--- config.mk ---
export PLATFORM = sky130hd
export DESIGN_NAME = adaptive_stretch_zone_detector
export DESIGN_NICKNAME = d
export VERILOG_FILES = /design/src/rtl/asz_pkg.sv /design/src/rtl/asz_classify.sv /design/src/rtl/adaptive_stretch_zone_detector.sv
export SDC_FILE = /design/constraint.sdc
export NUM_CORES = 1
export LEC_CHECK = 0
export ABC_AREA = 1
export BUFFER_PORTS_ARGS = -buffer_cell sky130_fd_sc_hd__buf_2
export CORE_UTILIZATION = 40
export CTS_CLUSTER_DIAMETER = 40
export CTS_CLUSTER_SIZE = 25
export DETAILED_ROUTE_END_ITERATION = 7
export PLACE_DENSITY = 0.54
export SETUP_SLACK_MARGIN = 0.2
export SYNTH_ARGS = -nofsm -noshare
export SYNTH_HDL_FRONTEND = slang
export SYNTH_SLANG_ARGS = --single-unit
--- constraint.sdc ---
create_clock -name clock -period 8.7 [get_ports clock]
set_clock_uncertainty 0.1 [all_clocks]
set_input_delay 0.87 -clock clock [delete_from_list [all_inputs] [get_ports clock]]
set_output_delay 0.87 -clock clock [all_outputs]
set_load 0.01 [all_outputs]
--- src/rtl/asz_pkg.sv ---
// Shared types and constants for the adaptive stretch zone detector.
// No dependencies; imported by every module of the block.
`timescale 1ns / 1ps

package asz_pkg;

   // configuration register widths and reset values
   localparam int SETTLE_SPAN_WIDTH = 13;
   localparam int PCT_WIDTH         = 7;
   localparam int CSR_DATA_WIDTH    = 13;
   localparam int CSR_ADDR_WIDTH    = 2;

   localparam logic [SETTLE_SPAN_WIDTH-1:0] SETTLE_SPAN_RESET = 13'd100;
   localparam logic [PCT_WIDTH-1:0]         HIGH_PCT_RESET    = 7'd67;
   localparam logic [PCT_WIDTH-1:0]         LOW_PCT_RESET     = 7'd33;

   // configuration register indexes
   typedef enum logic [CSR_ADDR_WIDTH-1:0] {
      CSR_SETTLE_SPAN = 2'd0,
      CSR_HIGH_PCT    = 2'd1,
      CSR_LOW_PCT     = 2'd2
   } csr_index_type;

   // result codes
   localparam int ZONE_WIDTH = 3;
   localparam int RSP_DATA_WIDTH = 8;

   typedef enum logic [ZONE_WIDTH-1:0] {
      ZONE_FIRST        = 3'd0,
      ZONE_CALIBRATING  = 3'd1,
      ZONE_LOW          = 3'd2,
      ZONE_HIGH         = 3'd3,
      ZONE_MIDDLE       = 3'd4,
      ZONE_ENTERED_LOW  = 3'd5,
      ZONE_ENTERED_HIGH = 3'd6
   } zone_type;

   // control flags of the tracker
   typedef struct packed {
      logic awaiting_first;
      logic arm_high_edge;
      logic arm_low_edge;
   } flags_type;

   localparam flags_type FLAGS_RESET = '{awaiting_first: 1'b1,
                                         arm_high_edge:  1'b1,
                                         arm_low_edge:   1'b1};

endpackage

--- src/rtl/asz_classify.sv ---
// Per-sample classification and tracker update: next max, min, span, flags and zone.
// Depends on asz_pkg.
`timescale 1ns / 1ps

module asz_classify #(
   parameter int SAMPLE_WIDTH = 13
) (
   input  logic [SAMPLE_WIDTH-1:0]               sample,
   input  logic [SAMPLE_WIDTH-1:0]               track_max,
   input  logic [SAMPLE_WIDTH-1:0]               track_min,
   input  logic [SAMPLE_WIDTH-1:0]               span,
   input  asz_pkg::flags_type                    flags,
   input  logic [asz_pkg::SETTLE_SPAN_WIDTH-1:0] settle_span,
   input  logic [asz_pkg::PCT_WIDTH-1:0]         high_pct,
   input  logic [asz_pkg::PCT_WIDTH-1:0]         low_pct,
   output logic [SAMPLE_WIDTH-1:0]               next_max,
   output logic [SAMPLE_WIDTH-1:0]               next_min,
   output logic [SAMPLE_WIDTH-1:0]               next_span,
   output asz_pkg::flags_type                    next_flags,
   output asz_pkg::zone_type                     zone
);
   import asz_pkg::*;

   localparam int CMP_WIDTH    = (SAMPLE_WIDTH > SETTLE_SPAN_WIDTH) ? SAMPLE_WIDTH :
                                                                      SETTLE_SPAN_WIDTH;
   localparam int OFFSET_WIDTH = SAMPLE_WIDTH + 8;
   localparam int LIM_WIDTH    = SAMPLE_WIDTH + PCT_WIDTH;

   // span of hi over lo, zero when lo is above hi
   function automatic logic [SAMPLE_WIDTH-1:0] span_of(input logic [SAMPLE_WIDTH-1:0] hi,
                                                       input logic [SAMPLE_WIDTH-1:0] lo);
      span_of = (hi >= lo) ? (hi - lo) : '0;
   endfunction

   logic                           calibrating;
   logic signed [SAMPLE_WIDTH:0]   diff;
   logic signed [OFFSET_WIDTH-1:0] diff_ext;
   logic signed [OFFSET_WIDTH-1:0] offset_x100;
   logic [LIM_WIDTH-1:0]           hi_lim;
   logic [LIM_WIDTH-1:0]           lo_lim;
   logic                           above_high;
   logic                           below_low;
   logic [SAMPLE_WIDTH-1:0]        cal_max;
   logic [SAMPLE_WIDTH-1:0]        cal_span;

   // calibration continues while span is short of the required step
   assign calibrating = (CMP_WIDTH'(span) < CMP_WIDTH'(settle_span));

   // 100 * (sample - min) by shift and add, against pct * span
   assign diff        = $signed({1'b0, sample}) - $signed({1'b0, track_min});
   assign diff_ext    = OFFSET_WIDTH'(diff);
   assign offset_x100 = (diff_ext <<< 6) + (diff_ext <<< 5) + (diff_ext <<< 2);
   assign hi_lim      = LIM_WIDTH'(high_pct) * LIM_WIDTH'(span);
   assign lo_lim      = LIM_WIDTH'(low_pct) * LIM_WIDTH'(span);
   assign above_high  = offset_x100 > $signed({{(OFFSET_WIDTH-LIM_WIDTH){1'b0}}, hi_lim});
   assign below_low   = offset_x100 < $signed({{(OFFSET_WIDTH-LIM_WIDTH){1'b0}}, lo_lim});

   // calibration widens max first, then min against the widened max
   assign cal_max  = (sample > track_max) ? sample : track_max;
   assign cal_span = (sample > track_max) ? span_of(sample, track_min) : span;

   // next tracker state and zone
   always_comb begin
      next_max   = track_max;
      next_min   = track_min;
      next_span  = span;
      next_flags = flags;
      zone       = ZONE_MIDDLE;
      if (flags.awaiting_first) begin
         next_flags.awaiting_first = 1'b0;
         next_max  = sample;
         next_min  = sample;
         next_span = '0;
         zone      = ZONE_FIRST;
      end else if (calibrating) begin
         next_max  = cal_max;
         next_span = cal_span;
         if (sample < track_min) begin
            next_min  = sample;
            next_span = span_of(cal_max, sample);
         end
         zone = ZONE_CALIBRATING;
      end else if (above_high) begin
         if (flags.arm_high_edge) begin
            next_flags.arm_high_edge = 1'b0;
            next_flags.arm_low_edge  = 1'b1;
            next_span = span_of(track_max, track_min);
            next_max  = sample;
            zone      = ZONE_ENTERED_HIGH;
         end else begin
            if (sample > track_max) begin
               next_max  = sample;
               next_span = span_of(sample, track_min);
            end
            zone = ZONE_HIGH;
         end
      end else if (below_low) begin
         if (flags.arm_low_edge) begin
            next_flags.arm_low_edge  = 1'b0;
            next_flags.arm_high_edge = 1'b1;
            next_span = span_of(track_max, track_min);
            next_min  = sample;
            zone      = ZONE_ENTERED_LOW;
         end else begin
            if (sample < track_min) begin
               next_min  = sample;
               next_span = span_of(track_max, sample);
            end
            zone = ZONE_LOW;
         end
      end
   end

endmodule

--- src/rtl/adaptive_stretch_zone_detector.sv ---
// Adaptive stretch zone detector top level: stream ports, config registers, tracker state.
// Path: a request is held in the input register, then classified into the result register,
// which drives rsp_tvalid; a stalled response holds the request in the input register.
// Throughput: one request per cycle while rsp_tready is high; the tracker update loop
// through asz_classify closes between its registers, so requests follow back to back.
// Reset: synchronous, active high; clears both stages, arms both edges, restores
// the config defaults (calibration span 100, high percent 67, low percent 33).
// Depends on asz_pkg and asz_classify.
`timescale 1ns / 1ps

module adaptive_stretch_zone_detector #(
   parameter int SAMPLE_WIDTH = 13
) (
   input  logic                                clock,
   input  logic                                reset,
   // request channel
   input  logic                                req_tvalid,
   output logic                                req_tready,
   input  logic [((SAMPLE_WIDTH+7)/8)*8-1:0]   req_tdata,  // sample
   // response channel
   output logic                                rsp_tvalid,
   input  logic                                rsp_tready,
   output logic [asz_pkg::RSP_DATA_WIDTH-1:0]  rsp_tdata,  // zone
   // configuration writes
   input  logic                                csr_we,
   input  logic [asz_pkg::CSR_ADDR_WIDTH-1:0]  csr_addr,
   input  logic [asz_pkg::CSR_DATA_WIDTH-1:0]  csr_wdata
);
   import asz_pkg::*;

   logic [SETTLE_SPAN_WIDTH-1:0] settle_span_ff;
   logic [PCT_WIDTH-1:0]         high_pct_ff;
   logic [PCT_WIDTH-1:0]         low_pct_ff;

   logic                      req_valid_ff;
   logic [SAMPLE_WIDTH-1:0]   sample_ff;
   logic                      rsp_valid_ff;
   zone_type                  zone_ff;
   zone_type                  zone_in;

   logic [SAMPLE_WIDTH-1:0]   track_max_ff, track_max_in;
   logic [SAMPLE_WIDTH-1:0]   track_min_ff, track_min_in;
   logic [SAMPLE_WIDTH-1:0]   span_ff, span_in;
   flags_type                 flags_ff, flags_in;

   logic                      advance;

   // move from input register to result register when the result slot is free
   assign advance    = req_valid_ff && (!rsp_valid_ff || rsp_tready);
   assign req_tready = !req_valid_ff || advance;

   // configuration registers
   always_ff @(posedge clock) begin
      if (reset) begin
         settle_span_ff <= SETTLE_SPAN_RESET;
         high_pct_ff    <= HIGH_PCT_RESET;
         low_pct_ff     <= LOW_PCT_RESET;
      end else if (csr_we) begin
         case (csr_addr)
            CSR_SETTLE_SPAN: settle_span_ff <= csr_wdata[SETTLE_SPAN_WIDTH-1:0];
            CSR_HIGH_PCT:    high_pct_ff    <= csr_wdata[PCT_WIDTH-1:0];
            CSR_LOW_PCT:     low_pct_ff     <= csr_wdata[PCT_WIDTH-1:0];
            default: ;
         endcase
      end
   end

   // input register
   always_ff @(posedge clock) begin
      if (reset) begin
         req_valid_ff <= 1'b0;
      end else if (req_tready) begin
         req_valid_ff <= req_tvalid;
      end
   end

   always_ff @(posedge clock) begin
      if (req_tvalid && req_tready) begin
         sample_ff <= req_tdata[SAMPLE_WIDTH-1:0];
      end
   end

   // classification of the held sample
   asz_classify #(
      .SAMPLE_WIDTH (SAMPLE_WIDTH)
   ) u_classify (
      .sample      (sample_ff),
      .track_max   (track_max_ff),
      .track_min   (track_min_ff),
      .span        (span_ff),
      .flags       (flags_ff),
      .settle_span (settle_span_ff),
      .high_pct    (high_pct_ff),
      .low_pct     (low_pct_ff),
      .next_max    (track_max_in),
      .next_min    (track_min_in),
      .next_span   (span_in),
      .next_flags  (flags_in),
      .zone        (zone_in)
   );

   // tracker state updates once per classified request
   always_ff @(posedge clock) begin
      if (reset) begin
         track_max_ff <= '0;
         track_min_ff <= '0;
         span_ff      <= '0;
         flags_ff     <= FLAGS_RESET;
      end else if (advance) begin
         track_max_ff <= track_max_in;
         track_min_ff <= track_min_in;
         span_ff      <= span_in;
         flags_ff     <= flags_in;
      end
   end

   // result register
   always_ff @(posedge clock) begin
      if (reset) begin
         rsp_valid_ff <= 1'b0;
      end else if (advance) begin
         rsp_valid_ff <= 1'b1;
      end else if (rsp_tready) begin
         rsp_valid_ff <= 1'b0;
      end
   end

   always_ff @(posedge clock) begin
      if (advance) begin
         zone_ff <= zone_in;
      end
   end

   assign rsp_tvalid = rsp_valid_ff;
   assign rsp_tdata  = {{(RSP_DATA_WIDTH-ZONE_WIDTH){1'b0}}, zone_ff};

endmodule

==> results of run 1 <==
sequential cells by signal, summed over array words and instances (netlist names):
register        flops
flags_ff            3
high_pct_ff         7
low_pct_ff          7
req_valid_ff        1
rsp_tvalid          1
sample_ff          13
settle_span_ff     13
span_ff            13
track_max_ff       13
track_min_ff       13
zone_ff             3
worst max-delay path, delay by kind of cell (launching register included):
kind | cells | cell delay, ns
buf+inv | 4 | 0.47
fa+ha+maj | 6 | 2.70
xor+xnor | 1 | 0.25
flops | 1 | 0.84
simple gates | 16 | 1.96
compound gates | 4 | 1.09
metrics by stage:
step,util,area (sq um),power (mW),instances,worst slack (ns)
detailed placement,0.423,16000,3.31,2856,1.26
global route,0.431,16300,4.20,2872,0.580
finish,0.431,16300,3.76,2872,1.17
floorplan,-,15400,2.63,2373,2.49
CTS,0.431,16300,3.75,2872,1.22
global placement,0.423,16000,3.23,2856,1.37
cell families after synthesis:
logic type      after synthesis  synth area share
compound gates              271            0.0976
xor+xnor                     71            0.0403
fa+ha+maj                   315             0.316
buf+inv                     548             0.139
flops                        87             0.123
other cells                   1          0.000243
simple gates               1076             0.284
power by group through the flow:
stage	combinational [mW]	clock, mW	sequential (mW)
2_1_floorplan	2.16	0	0.467
3_3_place_gp	2.71	0	0.520
3_5_place_dp	2.79	0	0.520
4_1_cts	2.80	0.438	0.511
5_1_grt	3.24	0.446	0.516
6_report	2.82	0.427	0.512
worst paths after layout:
path | start | end | cells after the start
worst min-delay path | settle_span_ff[0] | settle_span_ff[0] | 2
worst max-delay path | span_ff[5] | track_min_ff[12] | 31
worst max register to register | span_ff[5] | track_min_ff[12] | 31
worst min register to register | settle_span_ff[0] | settle_span_ff[0] | 2
metal layers:
layer | share of wire | wire, microns
met5 | 0 | 0
met2 | 0.44 | 20300
met3 | 0.052 | 2380
met4 | 0.013 | 588
met1 | 0.49 | 22600
layout by cell type (no fill, tap or decap), types with 2 or more instances in the layout:
master | netlist | final
o21a_1 | 2 | 2
o221ai_1 | 3 | 3
buf_2 | 8 | 37
nand3_2 | 2 | 2
xnor2_1 | 20 | 20
edfxtp_1 | 16 | 16
o211ai_1 | 5 | 5
a21oi_2 | 2 | 2
nand3_1 | 130 | 130
a21o_1 | 5 | 5
o21ai_0 | 59 | 59
buf_4 | 9 | 18
nand3b_1 | 5 | 5
and2_1 | 4 | 4
o21bai_1 | 6 | 6
inv_2 | 6 | 6
dfxtp_1 | 71 | 71
o31ai_1 | 3 | 3
a31oi_1 | 19 | 19
nand2_2 | 2 | 2
nor3_1 | 17 | 17
clkinv_2 | 1 | 3
ha_1 | 190 | 190
nand2_1 | 723 | 723
inv_1 | 457 | 457
conb_1 | 1 | 5
xor2_1 | 51 | 51
o21ai_2 | 9 | 9
nor2_1 | 157 | 157
a21oi_1 | 152 | 152
clkbuf_16 | 0 | 9
nand4_1 | 30 | 30
fa_1 | 125 | 125
final cells by class:
type	count	share of cell area
Multi-Input combinational cell	1738	0.699
Tap cell	511	0.0392
Inverter	465	0.107
Clock inverter	6	0.00407
Timing Repair Buffer	55	0.0196
Clock buffer	10	0.0146
Sequential cell	87	0.117
==> results.toml, run 1 <==
[setup_path]
r2r_slack_ns = 1.17
slowest_stage = "dfxtp_1"
cp.required_ns = 8.91
critPathLaunchType = "register"
path_class = "register to register"
critical_path_arrival_ns = 7.74
critPathMaxStageDelay_ns = 0.84
worstSetupEndpointType = "register"
cp_max_fo = 26
critical_path.most_common_cell = "nand2_1"

[layout]
antenna_cells = 0
regArea_sq_mm = 0.00190
nNetsFinal = 2707
area_delta_synth_final_pct = 5.75
fillers = 4118
multi_input_area_sq_mm = 0.0114
drive_above_1_share = 0.0415

[pwr]
leakagePower_nw = 9.50
power_density_mw_per_mm2 = 230
p_int_mw = 1.68
ir_drop_uv = 140
p_sw_frac = 0.552
power_frac_comb = 0.750
clkPwrFrac = 0.114
pwr-share-seq = 0.136
netSwitchingPower_mw = 2.07

[logic_synthesis]
synth_top_area_frac = 0.176
synth.cell_area_sq_mm = 0.0154
synthArstFlopShare = 0
ys_seq_elements = 87
synth_cell_types = 48
seq_area_frac_synth = 0.123
yosysMostFrequentCell = "nand2_1"
synth_commonest_cells = "nand2_1 (723), inv_1 (457), ha_1 (190)"
synth_cells = 2369
ys_warn_count = 0
yosys_most_used_dff = "dfxtp_1"
yosys-top-cells-area = "nand2_1 (18%), fa_1 (16%), ha_1 (15%)"
syn_area_per_cell_sq_um = 6.51
yosysTopAreaCell = "nand2_1"
synth-edff-count = 16

[sta]
finalCriticalPeriod_ns = 7.53
fin_crit_sh = 0.866
worstMarginPinSlew_ns = 0.975
max-slew-margin-rel = 0.348
hold_ws_ns = 0.360
fin_tns_setup_ns = 0
rsz0062_at_grt = "no"
max_freq_mhz = 133
hold_viol_final = 0
slew_violations = 0
setup_viol = 0

[outcome]
status = "complete, no violations"

[global_route]
antenna_found_initial = 0
grtUsageTotal = 0.242
met3_usage = 0.0336
overflow = 0
grt_max_degree = 42
gr-usage-met2 = 0.380
busiest_layer = "met2"
grt_first_pass_wirelength_microns = 73700
grt_pass1_vias = 13650
met1_usage = 0.348

[detailed_routing]
wl_per_cell_microns = 16.0
vias = 14468
first_pass_iters = 8
drc_errors = 0
drtIter0Drc = 1043
postRouteAntennaNets = 0
routed_wirelength_microns = 45900
vias_per_cell = 5.04

[clock_tree]
cts.sinks = 87
cts_resized = 0
clock_latency_ns = 0.38
postCtsSetupRepairBufs = 0
clockBufferDepth = 2
cts_tree = "done"
postCtsHoldBufs = 0
h-tree-depth = 3
cts-root-buf = "clkbuf_16"
path_clk_slew_ns = 0.07
cts_buffers = 9

[die]
die_area_sq_mm = 0.0394
io_pins = 46
dieHeight_microns = 198
start_util = 0.408
design.core.area_sq_mm = 0.0378
rows = 71
chipWidth_microns = 198

[worst_hold_path]
hold_path.class = "register to register"

[place]
dp_hpwl_microns = 37500
gp_congestion = 0.940
port_buffers = 37

[run]
drv_cap = 0
No activity file was read; power rests on OpenSTA's default activity.
==> inputs of run 2 (changes only) <==
CORE_ASPECT_RATIO = 2   (was not set)
CORE_UTILIZATION = 25   (was 40)
PLACE_DENSITY = 0.38   (was 0.54)
==> run 2 against run 1 <==
Die area is 59% higher. Combinational power grew 3%. Wire length is 27% higher. Register-to-register slack got worse by 0.04 ns. Cell count up 9.6%. Maximum frequency decreased by 0.59%. Via count is essentially flat. Clock power is 1% higher. Sequential share of layout area shrank 0.27 points.
==> results.toml, run 2 (synthesis results as in run 1) <==
[outcome]
status = "complete, no violations"

[detailed_routing]
wl_per_cell_microns = 18.4
drc_errors = 0
postRouteAntennaNets = 0
first_pass_iters = 5
vias = 14474
drtIter0Drc = 543
routed_wirelength_microns = 58000
vias_per_cell = 4.60

[setup_path]
critPathLaunchType = "register"
path_class = "register to register"
slowest_stage = "dfxtp_1"
critical_path_arrival_ns = 7.75
critPathMaxStageDelay_ns = 0.76
worstSetupEndpointType = "register"
critical_path.most_common_cell = "nand2_1"
cp.required_ns = 8.87
cp_max_fo = 23

[clock_tree]
cts_buffers = 9
h-tree-depth = 3
clock_latency_ns = 0.38
cts.sinks = 87
clockBufferDepth = 2
path_clk_slew_ns = 0.08
postCtsSetupRepairBufs = 0
cts_resized = 0
cts-root-buf = "clkbuf_16"
postCtsHoldBufs = 0
cts_tree = "done"

[run]
drv_cap = 0

[die]
chipWidth_microns = 178
rows = 128
dieHeight_microns = 353
design.core.area_sq_mm = 0.0610
io_pins = 46
start_util = 0.253
die_area_sq_mm = 0.0628

[sta]
fin_tns_setup_ns = 0
worstMarginPinSlew_ns = 0.910
slew_violations = 0
fin_crit_sh = 0.871
max-slew-margin-rel = 0.392
hold_viol_final = 0
finalCriticalPeriod_ns = 7.58
rsz0062_at_grt = "no"
max_freq_mhz = 132
setup_viol = 0

[pwr]
leakagePower_nw = 9.52
ir_drop_uv = 126
p_total_mw = 3.83
power_density_mw_per_mm2 = 230

[global_route]
grt_max_degree = 64
met1_usage = 0.163
grtUsageTotal = 0.192
busiest_layer = "met2"
met3_usage = 0.0112
grt_pass1_vias = 15238
overflow = 0
grt_first_pass_wirelength_microns = 88900
gr-usage-met2 = 0.409
antenna_found_initial = 0

[layout]
final_common_cell = "nand2_1"
nNetsFinal = 2713
layout_common_cells = "nand2_1 (723), inv_1 (457), ha_1 (190), nor2_1 (157), a21oi_1 (152)"
antenna_cells = 0
drive_above_1_share = 0.0439
area_delta_synth_final_pct = 8.23

[place]
gp_congestion = 0.927
port_buffers = 37
dp_hpwl_microns = 50100

[worst_hold_path]
hold_path.class = "register to register"
run 2: cell count changes in the layout (fill, tap and decap cells not counted):
cell,change
buf_4,+6
clkbuf_1,+1
clkinv_1,-1
clkinv_2,-1
clkinv_4,+1
inv_2,+1
inv_4,-1
run 2: where the power goes:
group / switching [mW] / internal (mW) / leakage (nW)
registers: 0.0655 / 0.441 / 0.740
logic: 1.88 / 1.02 / 8.63
clock network: 0.197 / 0.234 / 0.152
total: 2.14 / 1.69 / 9.52
run 2: final cells by class:
class,count,area (sq um)
tap,780,976
inverter,465,1750
clock inverter,5,63.8
sequential,87,1900
fill,6900,44300
clock buffer,11,243
timing repair buffer,61,365
multi-input combinational,1738,11400
run 2: worst paths after layout:
check	to	cells past startpoint	startpoint	slack [ns]
setup / recovery	span_ff[11]	31	high_pct_ff[6]	1.12
hold / removal	settle_span_ff[12]	2	settle_span_ff[12]	0.37
setup reg to reg	span_ff[11]	31	high_pct_ff[6]	1.12
hold reg to reg	settle_span_ff[12]	2	settle_span_ff[12]	0.37
run 2: layer usage:
layer / part of all wire / up-vias
met5: 0 / -
met4: 0.067 / 0
met3: 0.013 / 106
met2: 0.60 / 201
met1: 0.32 / 6852
li1: - / 7315
run 2: critical path: cells and delay by family, from the launching register on:
family / cells / cell delay, ns
fa+ha+maj: 6 / 2.89
simple gates: 17 / 2.53
compound gates: 3 / 0.86
buf+inv: 4 / 0.21
xor+xnor: 1 / 0.08
flops: 1 / 0.76
run 2: per-stage QoR:
step | hold slack (ns) | util | cells | cell area, sq um | setup WS [ns]
after floorplan | 0.330 | - | 2373 | 15400 | 2.49
after global placement | 0.365 | 0.269 | 3131 | 16400 | 1.02
after detailed placement | 0.363 | 0.269 | 3131 | 16400 | 1.02
after CTS | 0.375 | 0.274 | 3147 | 16700 | 0.955
after global routing | 0.395 | 0.274 | 3147 | 16700 | 0.547
final | 0.369 | 0.274 | 3147 | 16700 | 1.12
